===== config.mk =====
export PLATFORM = sky130hd
export DESIGN_NAME = cartridge_bank_mapper_with_irq_core
export DESIGN_NICKNAME = d
export VERILOG_FILES = /design/src/hdl/cbm_pkg.sv /design/src/hdl/cbm_state.sv /design/src/hdl/cbm_map.sv /design/src/hdl/cartridge_bank_mapper_with_irq_core.sv
export SDC_FILE = /design/constraint.sdc
export NUM_CORES = 1
export LEC_CHECK = 0
export ABC_AREA = 1
export BUFFER_PORTS_ARGS = -buffer_cell sky130_fd_sc_hd__buf_2
export CAP_MARGIN = 20
export CORE_MARGIN = 10
export CORE_UTILIZATION = 65
export DETAILED_ROUTE_END_ITERATION = 16
export PLACE_DENSITY_LB_ADDON = 0.05
export SETUP_SLACK_MARGIN = 0.1
export SYNTH_ARGS = -nofsm -noshare
export SYNTH_HDL_FRONTEND = slang
export SYNTH_HIERARCHICAL = 1
export SYNTH_SLANG_ARGS = --single-unit

===== constraint.sdc =====
create_clock -name clock -period 4.8 [get_ports clock]
set_input_delay 0.48 -clock clock [delete_from_list [all_inputs] [get_ports clock]]
set_output_delay 0.48 -clock clock [all_outputs]
set_load 0.01 [all_outputs]

===== src/hdl/cbm_pkg.sv =====
// cbm_pkg: shared types and codes for the cartridge bank mapper
// bus event kinds, memory targets, command codes, register indexes
// no dependencies
package cbm_pkg;

   typedef enum logic [2:0] {
      MODE_CPU_READ  = 3'd0,
      MODE_CPU_WRITE = 3'd1,
      MODE_PPU_READ  = 3'd2,
      MODE_PPU_WRITE = 3'd3,
      MODE_TICK      = 3'd4
   } mode_type;

   typedef enum logic [2:0] {
      TGT_NONE    = 3'd0,
      TGT_PRG_ROM = 3'd1,
      TGT_PRG_RAM = 3'd2,
      TGT_CHR_ROM = 3'd3,
      TGT_CHR_RAM = 3'd4
   } target_type;

   typedef enum logic [1:0] {
      CSR_PRG_ROM_MASK = 2'd0,
      CSR_CHR_MASK     = 2'd1,
      CSR_CHR_IS_RAM   = 2'd2,
      CSR_PRG_RAM_LOG2 = 2'd3
   } csr_index_type;

   localparam logic [3:0] CMD_WINDOW    = 4'h8;
   localparam logic [3:0] CMD_PRG_FIRST = 4'h9;
   localparam logic [3:0] CMD_PRG_LAST  = 4'hB;
   localparam logic [3:0] CMD_MIRROR    = 4'hC;
   localparam logic [3:0] CMD_IRQ_CTRL  = 4'hD;
   localparam logic [3:0] CMD_COUNT_LO  = 4'hE;
   localparam logic [3:0] CMD_COUNT_HI  = 4'hF;

   localparam logic [5:0] FIXED_PRG_BANK = 6'h3F;
   localparam logic [4:0] RAM_LOG2_MAX   = 5'd19;

   localparam int ADDR_BITS = 19;

   typedef struct packed {
      logic [5:0] prg_rom_bank_mask;
      logic [7:0] chr_bank_mask;
      logic       chr_is_ram;
      logic [4:0] prg_ram_size_log2;
   } cfg_type;

   typedef struct packed {
      target_type             target;
      logic [ADDR_BITS-1:0]   address;
      logic                   write;
      logic                   read_zero;
   } map_result_type;

endpackage


===== src/hdl/cbm_state.sv =====
// cbm_state: mapper command registers, bank registers and irq counter
// updated by cpu writes and ticks; depends on cbm_pkg
module cbm_state #(
   parameter int PRG_BANK_BITS = 6,
   parameter int CHR_BANK_BITS = 8
) (
   input  logic                     clock,
   input  logic                     reset,
   input  logic                     fire,
   input  logic [2:0]               mode,
   input  logic [15:0]              bus_address,
   input  logic [7:0]               write_data,
   output logic [CHR_BANK_BITS-1:0] chr_bank [8],
   output logic [PRG_BANK_BITS-1:0] prg_bank [3],
   output logic [7:0]               window_control,
   output logic [1:0]               mirror_next,
   output logic                     irq_next
);

   logic [3:0]               command_select_ff, command_select_in;
   logic [CHR_BANK_BITS-1:0] chr_bank_ff [8];
   logic [CHR_BANK_BITS-1:0] chr_bank_in [8];
   logic [PRG_BANK_BITS-1:0] prg_bank_ff [3];
   logic [PRG_BANK_BITS-1:0] prg_bank_in [3];
   logic [7:0]               window_ff, window_in;
   logic [1:0]               mirror_ff, mirror_in;
   logic                     irq_enable_ff, irq_enable_in;
   logic                     counter_enable_ff, counter_enable_in;
   logic                     pending_ff, pending_in;
   logic [15:0]              count_ff, count_in;
   logic                     reg_write;
   logic [1:0]               prg_index;

   assign reg_write = fire && (mode == cbm_pkg::MODE_CPU_WRITE) && bus_address[15];
   assign prg_index = 2'(command_select_ff - cbm_pkg::CMD_PRG_FIRST);

   always_comb begin
      command_select_in = command_select_ff;
      chr_bank_in       = chr_bank_ff;
      prg_bank_in       = prg_bank_ff;
      window_in         = window_ff;
      mirror_in         = mirror_ff;
      irq_enable_in     = irq_enable_ff;
      counter_enable_in = counter_enable_ff;
      pending_in        = pending_ff;
      count_in          = count_ff;
      if (reg_write && (bus_address[14:13] == 2'b00)) begin
         command_select_in = write_data[3:0];
      end else if (reg_write && (bus_address[14:13] == 2'b01)) begin
         priority if (command_select_ff < cbm_pkg::CMD_WINDOW) begin
            chr_bank_in[command_select_ff[2:0]] = CHR_BANK_BITS'(write_data);
         end else if (command_select_ff == cbm_pkg::CMD_WINDOW) begin
            window_in = write_data;
         end else if (command_select_ff <= cbm_pkg::CMD_PRG_LAST) begin
            prg_bank_in[prg_index] = PRG_BANK_BITS'(write_data[5:0]);
         end else if (command_select_ff == cbm_pkg::CMD_MIRROR) begin
            mirror_in = write_data[1:0];
         end else if (command_select_ff == cbm_pkg::CMD_IRQ_CTRL) begin
            pending_in        = 1'b0;
            irq_enable_in     = write_data[0];
            counter_enable_in = write_data[7];
         end else if (command_select_ff == cbm_pkg::CMD_COUNT_LO) begin
            count_in = {count_ff[15:8], write_data};
         end else begin
            count_in = {write_data, count_ff[7:0]};
         end
      end else if (fire && (mode == cbm_pkg::MODE_TICK) && counter_enable_ff) begin
         count_in = count_ff - 16'd1;
         if ((count_ff == 16'd0) && irq_enable_ff) begin
            pending_in = 1'b1;
         end
      end
   end

   always_ff @(posedge clock) begin
      if (reset) begin
         command_select_ff <= '0;
         for (int i = 0; i < 8; i++) begin
            chr_bank_ff[i] <= CHR_BANK_BITS'(i);
         end
         for (int i = 0; i < 3; i++) begin
            prg_bank_ff[i] <= PRG_BANK_BITS'(i);
         end
         window_ff         <= '0;
         mirror_ff         <= '0;
         irq_enable_ff     <= 1'b0;
         counter_enable_ff <= 1'b0;
         pending_ff        <= 1'b0;
         count_ff          <= '0;
      end else begin
         command_select_ff <= command_select_in;
         chr_bank_ff       <= chr_bank_in;
         prg_bank_ff       <= prg_bank_in;
         window_ff         <= window_in;
         mirror_ff         <= mirror_in;
         irq_enable_ff     <= irq_enable_in;
         counter_enable_ff <= counter_enable_in;
         pending_ff        <= pending_in;
         count_ff          <= count_in;
      end
   end

   assign chr_bank       = chr_bank_ff;
   assign prg_bank       = prg_bank_ff;
   assign window_control = window_ff;
   assign mirror_next    = mirror_in;
   assign irq_next       = pending_in;

endmodule


===== src/hdl/cbm_map.sv =====
// cbm_map: translates one bus word into target memory, address and write strobe
// combinational; depends on cbm_pkg
module cbm_map #(
   parameter int PRG_BANK_BITS = 6,
   parameter int CHR_BANK_BITS = 8
) (
   input  logic [2:0]                 mode,
   input  logic [15:0]                bus_address,
   input  cbm_pkg::cfg_type           cfg,
   input  logic [CHR_BANK_BITS-1:0]   chr_bank [8],
   input  logic [PRG_BANK_BITS-1:0]   prg_bank [3],
   input  logic [7:0]                 window_control,
   output cbm_pkg::map_result_type    result
);

   logic                           is_write;
   logic [5:0]                     win_bank;
   logic [5:0]                     slot_bank;
   logic [7:0]                     slot_wide;
   logic [7:0]                     chr_sel;
   logic [cbm_pkg::ADDR_BITS-1:0]  ram_mask;
   logic [4:0]                     ram_log2;

   assign is_write = (mode == cbm_pkg::MODE_CPU_WRITE);
   assign win_bank = window_control[5:0];
   assign ram_log2 = (cfg.prg_ram_size_log2 > cbm_pkg::RAM_LOG2_MAX) ?
                     cbm_pkg::RAM_LOG2_MAX : cfg.prg_ram_size_log2;
   assign ram_mask = ~({cbm_pkg::ADDR_BITS{1'b1}} << ram_log2);
   assign chr_sel  = 8'(chr_bank[bus_address[12:10]]) & cfg.chr_bank_mask;

   always_comb begin
      unique case (bus_address[14:13])
         2'd0:    slot_wide = 8'(prg_bank[0]);
         2'd1:    slot_wide = 8'(prg_bank[1]);
         2'd2:    slot_wide = 8'(prg_bank[2]);
         default: slot_wide = {2'b00, cbm_pkg::FIXED_PRG_BANK};
      endcase
      slot_bank = slot_wide[5:0];
   end

   always_comb begin
      result.target    = cbm_pkg::TGT_NONE;
      result.address   = '0;
      result.write     = 1'b0;
      result.read_zero = 1'b0;
      case (mode)
         cbm_pkg::MODE_CPU_READ, cbm_pkg::MODE_CPU_WRITE: begin
            if (bus_address[15:13] == 3'b011) begin
               if (window_control[6]) begin
                  if (window_control[7] && (cfg.prg_ram_size_log2 != 5'd0)) begin
                     result.target  = cbm_pkg::TGT_PRG_RAM;
                     result.address = {win_bank, bus_address[12:0]} & ram_mask;
                     result.write   = is_write;
                  end else if (!is_write) begin
                     result.read_zero = 1'b1;
                  end
               end else if (!is_write) begin
                  result.target  = cbm_pkg::TGT_PRG_ROM;
                  result.address = {win_bank & cfg.prg_rom_bank_mask, bus_address[12:0]};
               end
            end else if (bus_address[15] && !is_write) begin
               result.target  = cbm_pkg::TGT_PRG_ROM;
               result.address = {slot_bank & cfg.prg_rom_bank_mask, bus_address[12:0]};
            end
         end
         cbm_pkg::MODE_PPU_READ, cbm_pkg::MODE_PPU_WRITE: begin
            if (bus_address[15:13] == 3'b000) begin
               if (cfg.chr_is_ram) begin
                  result.target  = cbm_pkg::TGT_CHR_RAM;
                  result.address = {1'b0, chr_sel, bus_address[9:0]};
                  result.write   = (mode == cbm_pkg::MODE_PPU_WRITE);
               end else if (mode == cbm_pkg::MODE_PPU_READ) begin
                  result.target  = cbm_pkg::TGT_CHR_ROM;
                  result.address = {1'b0, chr_sel, bus_address[9:0]};
               end
            end
         end
         default: begin
            result.target = cbm_pkg::TGT_NONE;
         end
      endcase
   end

endmodule


===== src/hdl/cartridge_bank_mapper_with_irq_core.sv =====
// cartridge_bank_mapper_with_irq_core: top level of the cartridge bank mapper
// request register, mapper state, address map and response register
// depends on cbm_pkg, cbm_state, cbm_map
//
// usage:
//   req_* carries one bus word per handshake: a cpu read or write, a ppu read
//   or write, or a cpu cycle tick. rsp_* returns exactly one word per request
//   with the target memory, byte address, write strobe, zero-read flag, the
//   irq line and the mirroring as they stand after that request.
//   csr_* writes the size registers (prg rom mask, chr mask, chr ram flag,
//   prg ram size); write them only while no request is in flight.
// path: accepted words pass the request register, then the response register.
// throughput: 1 word per cycle while rsp_ready is high; request register and
//   response register form a two-stage pipeline; state is read and updated in
//   the single mapping stage, so back-to-back words see each other's effects.
// reset: synchronous; banks reset to identity, irq and counter cleared,
//   size registers to 63, 255, 0, 13; pipeline empties.
// stall: when rsp_ready is low the response holds, the request stage keeps
//   its word, and req_ready drops once both stages are full.
module cartridge_bank_mapper_with_irq_core #(
   parameter int PRG_BANK_BITS = 6,
   parameter int CHR_BANK_BITS = 8
) (
   input  logic        clock,
   input  logic        reset,
   input  logic        req_valid,
   output logic        req_ready,
   input  logic [2:0]  req_mode,
   input  logic [15:0] req_bus_address,
   input  logic [7:0]  req_write_data,
   output logic        rsp_valid,
   input  logic        rsp_ready,
   output logic [2:0]  rsp_mem_target,
   output logic [18:0] rsp_mem_address,
   output logic        rsp_mem_write,
   output logic        rsp_read_zero,
   output logic        rsp_irq_line,
   output logic [1:0]  rsp_mirroring,
   input  logic        csr_write_enable,
   input  logic [1:0]  csr_index,
   input  logic [7:0]  csr_write_data
);

   cbm_pkg::cfg_type        cfg_ff, cfg_in;
   logic                    s1_valid_ff, s1_valid_in;
   logic [2:0]              s1_mode_ff;
   logic [15:0]             s1_address_ff;
   logic [7:0]              s1_data_ff;
   logic                    rsp_valid_ff, rsp_valid_in;
   cbm_pkg::map_result_type rsp_map_ff;
   logic                    rsp_irq_ff;
   logic [1:0]              rsp_mirror_ff;
   logic                    advance;
   logic                    accept;
   logic [CHR_BANK_BITS-1:0] chr_bank [8];
   logic [PRG_BANK_BITS-1:0] prg_bank [3];
   logic [7:0]              window_control;
   logic [1:0]              mirror_next;
   logic                    irq_next;
   cbm_pkg::map_result_type map_result;

   assign advance   = s1_valid_ff && (!rsp_valid_ff || rsp_ready);
   assign req_ready = !s1_valid_ff || advance;
   assign accept    = req_valid && req_ready;

   always_comb begin
      cfg_in = cfg_ff;
      if (csr_write_enable) begin
         unique case (cbm_pkg::csr_index_type'(csr_index))
            cbm_pkg::CSR_PRG_ROM_MASK: cfg_in.prg_rom_bank_mask = csr_write_data[5:0];
            cbm_pkg::CSR_CHR_MASK:     cfg_in.chr_bank_mask     = csr_write_data;
            cbm_pkg::CSR_CHR_IS_RAM:   cfg_in.chr_is_ram        = csr_write_data[0];
            cbm_pkg::CSR_PRG_RAM_LOG2: cfg_in.prg_ram_size_log2 = csr_write_data[4:0];
            default:                   cfg_in = cfg_ff;
         endcase
      end
   end

   always_comb begin
      s1_valid_in  = accept || (s1_valid_ff && !advance);
      rsp_valid_in = advance || (rsp_valid_ff && !rsp_ready);
   end

   always_ff @(posedge clock) begin
      if (reset) begin
         cfg_ff.prg_rom_bank_mask <= 6'd63;
         cfg_ff.chr_bank_mask     <= 8'd255;
         cfg_ff.chr_is_ram        <= 1'b0;
         cfg_ff.prg_ram_size_log2 <= 5'd13;
         s1_valid_ff              <= 1'b0;
         rsp_valid_ff             <= 1'b0;
      end else begin
         cfg_ff       <= cfg_in;
         s1_valid_ff  <= s1_valid_in;
         rsp_valid_ff <= rsp_valid_in;
      end
   end

   always_ff @(posedge clock) begin
      if (accept) begin
         s1_mode_ff    <= req_mode;
         s1_address_ff <= req_bus_address;
         s1_data_ff    <= req_write_data;
      end
      if (advance) begin
         rsp_map_ff    <= map_result;
         rsp_irq_ff    <= irq_next;
         rsp_mirror_ff <= mirror_next;
      end
   end

   cbm_state #(
      .PRG_BANK_BITS (PRG_BANK_BITS),
      .CHR_BANK_BITS (CHR_BANK_BITS)
   ) u_state (
      .clock          (clock),
      .reset          (reset),
      .fire           (advance),
      .mode           (s1_mode_ff),
      .bus_address    (s1_address_ff),
      .write_data     (s1_data_ff),
      .chr_bank       (chr_bank),
      .prg_bank       (prg_bank),
      .window_control (window_control),
      .mirror_next    (mirror_next),
      .irq_next       (irq_next)
   );

   cbm_map #(
      .PRG_BANK_BITS (PRG_BANK_BITS),
      .CHR_BANK_BITS (CHR_BANK_BITS)
   ) u_map (
      .mode           (s1_mode_ff),
      .bus_address    (s1_address_ff),
      .cfg            (cfg_ff),
      .chr_bank       (chr_bank),
      .prg_bank       (prg_bank),
      .window_control (window_control),
      .result         (map_result)
   );

   assign rsp_valid       = rsp_valid_ff;
   assign rsp_mem_target  = rsp_map_ff.target;
   assign rsp_mem_address = rsp_map_ff.address;
   assign rsp_mem_write   = rsp_map_ff.write;
   assign rsp_read_zero   = rsp_map_ff.read_zero;
   assign rsp_irq_line    = rsp_irq_ff;
   assign rsp_mirroring   = rsp_mirror_ff;

endmodule


==> metrics.md, run 1 <==
| Metric | Value |
|---|---|
| Setup ws final | 1.78 ns |
| GRT Max-Usage Layer | met2 |
| Yosys cell types | 41 |
| Crit share post-route | 0.629 |
| WP data required | 5.08 ns |
| Dominant cell type by area after synthesis | dfxtp_1 |
| Initial Utilization | 0.666 |
| Seq cells post-synth | 191 |
| Max Clk Rate | 0.331 GHz |
| Synthesized area per cell | 7.64 µm² |
| Clock latency on the worst-skew pair | 0.44 ns |
| Global-route usage over all layers | 0.251 |
| Worst-path clk slew | 0.07 ns |
| Syn Nets | 1208 |
| H-tree depth | 4 |
| Setup TNS | 0 ns |
| Worst-margin pin slew | 0.968 ns |
| Post-cts resize count | 0 |
| Cell Area, Synth | 8900 µm² |
| Max VDD drop | 270 µV |
| Worst Hold Margin | 0.212 ns |
| Worst reg2reg path depth | 11 |
| Final hold violation count | 0 |
| Cell Area, Placed | 9250 µm² |
| Post-Layout Cell Count | 1392 |
| Final core occ | 0.737 |
| Io pins | 71 |
| Crit-path slowest cell | nor2_4 |
| Rows | 42 |
| Synthesized-area fraction occupied by adder cells | 0.00141 |
| Unrepaired setup endpoints after global routing | false |
| Largest family of logic cells by synthesized area | simple AND/OR/NAND/NOR gates |
| Post-DRT Antenna Nets | 0 |
| Sequential fraction of the synthesis area | 0.491 |
| Synth Area in XOR/XNOR | 0.000985 |
| Mux share of post-synthesis cell area | 0 |
| WP buf/inv | 3 |
| Postcts setup bufs | 0 |
| Post-Layout Inst Area | 9840 µm² |
| CTS Hold Bufs | 0 |
| Vias per cell | 5.86 |
| Max Cap Viol | 0 |
| R2R Setup Slk | 1.78 ns |
| Relative slew slack | 0.352 |
| Start of the worst register-to-register path | s1_valid_ff$_SDFF_PP0_ |
| Clock sink total | 191 |
| Full die area | 18800 µm² |
| Clk root buf | clkbuf_16 |
| Clock buffer depth | 2 |
| Routability Congestion | 0.944 |
| Final min period | 3.02 ns |
| Startpoint Class | flop |
| Initial drt markers | 977 |
| Area contributors post-synth | dfxtp_1 (31%), edfxtp_1 (18%), nand2_1 (11%) |
| Initial antenna violation count | 0 |
| Global Route met1 Usage | 0.316 |
| CP cell instances | inv_1 > a21oi_4 > buf_4 > nand2_1 > nor2_1 > nand2_2 > nor2_4 > buf_12 > nand2_1 > nand2_1 > o211ai_1 |
| Detailed-route wire length per cell | 17.0 µm |
| Die Height | 137 µm |
| Leakage power | 4.09 nW |
| Min-Delay Endpoint | s1_data_ff[1]$_DFFE_PP_ |
| Area grow syn2layout | 10.6% |
| Largest net degree at the start of global routing | 58 |
| Ratio of cells with drive above 1 in the final layout | 0.118 |
| Placed Cells | 1360 |
| Endpoints failing setup | 0 |
| DRC | 0 |
| Die X | 137 µm |
| Antenna cells | 0 |
| Wirelength, routed | 23.7 mm |
| Delay-heaviest family, CP | simple AND/OR/NAND/NOR gates |
| Post-Place Worst Slack | 1.65 ns |
| Most used cell, CP | nand2_1 |
| Cell Pwr Density | 340 nW/µm² |
| GRT met2 Usage | 0.418 |
| First-pass GRT wire length | 37.2 mm |
| Clock skew | 0.00787 ns |
| Main synth FF type | dfxtp_1 |
| Post-synth top area share | 0.308 |
| RR Endpoint | u_state/chr_bank[1]$_SDFFE_PP1P_ |
| Count of buffers from port buffering | 70 |
| Core footprint | 13300 µm² |
| Overall Power | 3.34 mW |
| Setup CP Type | reg2reg |
| M3 GR Usage | 0.0543 |
| Fin nets | 1246 |
| Hold Path Stages | 1 |
| CTS buffer count | 17 |
| Hold Crit Class | in2reg |
| Number of synthesis warnings | 6 |
| First-pass detailed-route iteration total | 7 |
| Top-count cell post-synth | nand2_1 |
| CP Capture Type | flop |
| Fin. max-slew vios | 0 |
| Number of global-route vias before repair | 7333 |
| Hold path startpoint | req_write_data[1] |
| Compound-Gate Fraction of Synth Area | 0.139 |
| Post-Synth Simple-Gate Area | 0.297 |
| GR Overflow Total | 0 |
| Hpwl dp | 15.9 mm |
| CP max FO | 39 |
| Crit path DAT | 3.30 ns |
| Number of synthesized flops with an enable pin | 54 |
| Commonest cells post-synth | nand2_1 (267), nor2_1 (155), dfxtp_1 (137), nand3_1 (124), inv_1 (89) |
| CTS tree | done |
| Worst path max stage delay | 0.49 ns |
| Async set-or-reset flop fraction in the synthesized netlist | 0 |
| Vias | 8153 |
| Synth Instances | 1165 |
| Status | complete, no violations |
metal layers:
layer | share of wire | vias to the layer above | wire length, µm
met5 | 0 | - | 0
li1 | - | 3971 | -
met1 | 0.41 | 3743 | 9760
met3 | 0.085 | 39 | 2010
met4 | 0.019 | 0 | 448
met2 | 0.48 | 400 | 11500
flip-flops by register name (all words and copies together), names as in the netlist, 2 cells and up:
| name | count |
|---|---|
| rsp_mem_address | 19 |
| u_state/chr_bank | 64 |
| u_state/prg_bank | 18 |
| u_state/mirror_ff | 2 |
| rsp_mirroring | 2 |
| s1_address_ff | 16 |
| u_state/count_ff | 16 |
| cfg_ff | 20 |
| rsp_mem_target | 3 |
| s1_mode_ff | 3 |
| u_state/window_control | 8 |
| s1_data_ff | 8 |
| u_state/command_select_ff | 4 |
cell usage in the layout, fill, tap and decap left out, types with 3 or more instances in the layout:
| master | synthesis | routed |
|---|---|---|
| clkbuf_8 | 0 | 3 |
| buf_4 | 3 | 4 |
| nor2_1 | 155 | 155 |
| clkbuf_1 | 34 | 3 |
| nand2_2 | 10 | 10 |
| edfxtp_1 | 54 | 54 |
| o211ai_1 | 25 | 25 |
| a21oi_2 | 3 | 3 |
| nand4_1 | 27 | 27 |
| nand3_1 | 124 | 124 |
| nand2_1 | 267 | 267 |
| a21boi_0 | 3 | 3 |
| clkbuf_16 | 0 | 20 |
| o21ai_1 | 5 | 5 |
| o21ai_0 | 86 | 86 |
| inv_2 | 5 | 6 |
| dfxtp_1 | 137 | 137 |
| a21oi_1 | 80 | 79 |
| nor2_4 | 3 | 3 |
| a21oi_4 | 2 | 3 |
| buf_2 | 10 | 70 |
| o22ai_1 | 6 | 6 |
| nand3_2 | 3 | 3 |
| clkinv_2 | 0 | 3 |
| inv_1 | 89 | 88 |
power by group:
group | total, mW | internal [mW] | switching (mW)
combinational | 0.201 | 0.0617 | 0.140
sequential | 1.74 | 1.69 | 0.0463
clock | 1.40 | 0.799 | 0.602
total | 3.34 | 2.55 | 0.788
logic make-up (layout without fill, tap and decap cells):
family                   count (synthesis)  in the layout
AO/OA/AOI/OAI                          219            219
XOR/XNOR                                 1              1
adder cells (fa/ha/maj)                  1              1
buffers and inverters                  150            201
flip-flops                             191            191
AND/OR/NAND/NOR                        603            603
cell type report:
class                   instances  area, µm²
flip-flops and latches        191       4360
multi-input cells             824       3910
fillers                      1058       3510
clock buffers                  26        553
repair buffers                 75        400
inverters                      94        353
well taps                     176        220
clock inverters                 6       41.3
worst max path at each step:
stage | cells past startpoint | end | start
floorplan | 10 | u_state/count_ff[5]$_SDFFE_PP0P_ | rsp_ready
global placement | 12 | u_state/chr_bank[0]$_SDFFE_PP1P_ | rsp_ready
detailed placement | 12 | u_state/chr_bank[1]$_SDFFE_PP1P_ | rsp_ready
CTS | 11 | u_state/chr_bank[1]$_SDFFE_PP1P_ | s1_valid_ff$_SDFF_PP0_
global route | 11 | u_state/chr_bank[1]$_SDFFE_PP1P_ | s1_valid_ff$_SDFF_PP0_
finish | 11 | u_state/chr_bank[1]$_SDFFE_PP1P_ | s1_valid_ff$_SDFF_PP0_
Note: power is estimated with default switching activity, not from simulation.
==> inputs of run 2 (changes only) <==
- ABC_AREA: 1 -> 0
- CORE_UTILIZATION: 65 -> 60
- clock period: 4.8 -> 2.8 ns (I/O delays scaled with it)
==> run 2 against run 1 <==
Effect of this change:
- non-clock buffer count grew 20
- clock power up 74%
- routed wire length fell by 2.7%
- final cell count shrank 23%
- sequential cell count is the same
- critical endpoint is now u_state/count_ff[11]$_SDFFE_PP0P_
==> metrics.md, run 2 <==
| Metric | Value |
|---|---|
| Detailed-route wire length per cell | 21.5 µm (+26%) |
| Clock latency on the worst-skew pair | 0.42 ns (-0.02 ns) |
| Mux share of post-synthesis cell area | 0.191 (+0.191) |
| Max Cap Viol | 0 (unchanged) |
| Flip-flop count of the largest register after layout | 64 (unchanged) |
| Area occupied by multi-input gates | 4200 µm² (+7.5%) |
| Antenna cells | 0 (unchanged) |
| Fin nets | 918 (-26%) |
| RR Endpoint | u_state/count_ff[11]$_SDFFE_PP0P_ |
| Ratio of cells with drive above 1 in the final layout | 0.205 (+0.0865) |
| Crit path DAT | 2.76 ns (-0.54 ns) |
| Most common cell after layout, fill and taps aside | dfxtp_1 |
| Hold Path Stages | 1 (unchanged) |
| Endpoints failing setup | 0 (unchanged) |
| CTS buffer count | 17 (unchanged) |
| First-pass GRT wire length | 36.1 mm (-2.9%) |
| Commonest non-fill, non-tap cells in the layout | dfxtp_1 (137), nor2_1 (124), mux2i_1 (123) |
| Commonest cells post-synth | dfxtp_1 (137), nor2_1 (124), mux2i_1 (123), edfxtp_1 (54), clkbuf_1 (31) |
| Synth Area in XOR/XNOR | 0 (-0.000985) |
| Area contributors post-synth | dfxtp_1 (31%), edfxtp_1 (18%), mux2i_1 (14%) |
| Max VDD drop | 660 µV (+140%) |
| Initial antenna violation count | 0 (unchanged) |
| Setup TNS | 0 ns (unchanged) |
| CTS tree | done |
| CTS Hold Bufs | 0 (unchanged) |
| Clock buffer depth | 2 (unchanged) |
| Worst reg2reg path depth | 5 (-6) |
| Die X | 142 µm (+3.5%) |
| Synthesized area per cell | 10.9 µm² (+43%) |
| Yosys cell types | 84 (+100%) |
| Post-Place Worst Slack | 0.359 ns (-1.29 ns) |
| Die Height | 142 µm (+3.5%) |
| Global-route usage over all layers | 0.225 (-0.0255) |
| Vias | 6751 (-17%) |
| Postcts setup bufs | 0 (unchanged) |
| Count of buffers from port buffering | 70 (unchanged) |
| GR Overflow Total | 0 (unchanged) |
| Number of synthesized flops with an enable pin | 54 (unchanged) |
| Overall Power | 5.72 mW (+71%) |
| Relative slew slack | 0.386 (+0.0339) |
| Core footprint | 14500 µm² (+8.9%) |
| Number of global-route vias before repair | 6624 (-9.7%) |
| Crit share post-route | 0.859 (+0.230) |
| Start of the worst register-to-register path | s1_address_ff[14]$_DFFE_PP_ |
| Async set-or-reset flop fraction in the synthesized netlist | 0 (unchanged) |
| Seq cells post-synth | 191 (unchanged) |
| Final hold violation count | 0 (unchanged) |
| Wirelength, routed | 23.0 mm (-2.7%) |
| Main synth FF type | dfxtp_1 |
| R2R Setup Slk | 0.39 ns (-1.39 ns) |
| WP data required | 3.15 ns (-1.93 ns) |
| Clock skew | 0.0107 ns (+0.00281 ns) |
| Number of synthesis warnings | 6 (unchanged) |
| Hold Crit Class | in2reg |
| Synthesized-area fraction occupied by adder cells | 0.00140 (-0.00000158) |
| Rows | 44 (+4.8%) |
| Io pins | 71 (unchanged) |
| Post-Layout Inst Area | 10000 µm² (+1.7%) |
| Clock sink total | 191 (unchanged) |
| Post-DRT Antenna Nets | 0 (unchanged) |
| CP cell instances | nand4bb_4 > buf_4 > nor3_1 > a22oi_1 > a31oi_1 |
| Initial Utilization | 0.613 (-0.0537) |
| First-pass detailed-route iteration total | 5 (-2) |
| Setup ws final | 0.394 ns (-1.39 ns) |
| Post-cts resize count | 0 (unchanged) |
| Synth Instances | 816 (-30%) |
| Max Clk Rate | 0.416 GHz (+26%) |
| Clk root buf | clkbuf_16 |
| Compound-Gate Fraction of Synth Area | 0.101 (-0.0378) |
| Status | complete, no violations |
| Worst-margin pin slew | 0.912 ns (-0.0557 ns) |
| Min-Delay Endpoint | s1_data_ff[3]$_DFFE_PP_ |
| Sequential fraction of the synthesis area | 0.490 (-0.000551) |
| Crit-path slowest cell | nor3_1 |
| CP max FO | 17 (-56%) |
| Setup CP Type | reg2reg |
| Unrepaired setup endpoints after global routing | false |
| Hpwl dp | 15.7 mm (-1.5%) |
| Fill count | 1126 (+6.4%) |
| Top-count cell post-synth | dfxtp_1 |
| Cell Area, Placed | 9410 µm² (+1.7%) |
| Largest family of logic cells by synthesized area | multiplexers |
| DRC | 0 (unchanged) |
| Worst-path clk slew | 0.07 ns (about the same) |
| Startpoint Class | flop |
| Fin. max-slew vios | 0 (unchanged) |
| Post-Synth Simple-Gate Area | 0.178 (-0.119) |
| H-tree depth | 4 (unchanged) |
| Vias per cell | 6.30 (+7.5%) |
| Leakage power | 4.01 nW (-2.0%) |
| Routability Congestion | 0.855 (-9.5%) |
| Worst path max stage delay | 0.69 ns (+0.20 ns) |
| Final min period | 2.41 ns (-0.614 ns) |
| Dominant cell type by area after synthesis | dfxtp_1 |
| Cell Area, Synth | 8910 µm² (+0.11%) |
| CP Capture Type | flop |
| Register area | 4360 µm² (unchanged) |
| Largest net degree at the start of global routing | 38 (-34%) |
| Worst Hold Margin | 0.0260 ns (-0.186 ns) |
| Full die area | 20100 µm² (+7.2%) |
| Initial drt markers | 586 (-40%) |
| Syn Nets | 859 (-29%) |
| Cell Pwr Density | 572 nW/µm² (+68%) |
| Area grow syn2layout | 12.4% |
| Hold path startpoint | req_write_data[3] |
| Post-synth top area share | 0.308 (-0.000346) |
run 2: kinds of logic (layout without fill, tap and decap cells):
logic type,count (synthesis),count (layout)
mux,148,148
flops,191,191
buf+inv,73,145
simple gates,279,279
fa+ha+maj,1,1
compound gates,124,124
run 2: power by group:
group | switching (mW) | total [mW] | internal [mW] | leakage [nW]
logic | 0.185 | 0.304 | 0.119 | 2.09
clock network | 1.04 | 2.44 | 1.39 | 0.300
registers | 0.0825 | 2.98 | 2.90 | 1.62
run 2: final cells by class:
class,instances,share of cell area
Sequential cell,191,0.436
Multi-Input combinational cell,552,0.420
Timing Repair Buffer,95,0.0540
Clock buffer,23,0.0510
Tap cell,184,0.0230
Clock inverter,9,0.00913
Inverter,18,0.00675
run 2: critical path: cells and delay by family (launching register included):
family / cells / cell delay [ns]
buffers and inverters: 1 / 0.26
AO/OA/AOI/OAI: 2 / 0.37
AND/OR/NAND/NOR: 2 / 1.12
flip-flops: 1 / 0.59
run 2: how the worst max path moves through the flow:
stage | start | end | cells after the start
after floorplan | rsp_valid$_SDFF_PP0_ | u_state/chr_bank[48]$_SDFFE_PP1P_ | 8
after global placement | rsp_ready | u_state/count_ff[4]$_SDFFE_PP0P_ | 8
after detailed placement | rsp_ready | u_state/count_ff[4]$_SDFFE_PP0P_ | 8
after CTS | rsp_valid$_SDFF_PP0_ | u_state/count_ff[4]$_SDFFE_PP0P_ | 7
after global routing | s1_address_ff[14]$_DFFE_PP_ | u_state/count_ff[11]$_SDFFE_PP0P_ | 5
final | s1_address_ff[14]$_DFFE_PP_ | u_state/count_ff[11]$_SDFFE_PP0P_ | 5
run 2: per-stage QoR:
stage,utilization,cells
2_1_floorplan,-,816
3_3_place_gp,0.647,1040
3_5_place_dp,0.647,1040
4_1_cts,0.689,1072
5_1_grt,0.689,1072
6_report,0.689,1072
run 2: per-layer routing:
metal,global-route usage,up-vias,share of wire
li1,-,3143,-
met2,0.358,255,0.49
met3,0.0521,21,0.071
met5,0,-,0
met4,0.0640,0,0.013
met1,0.300,3332,0.43
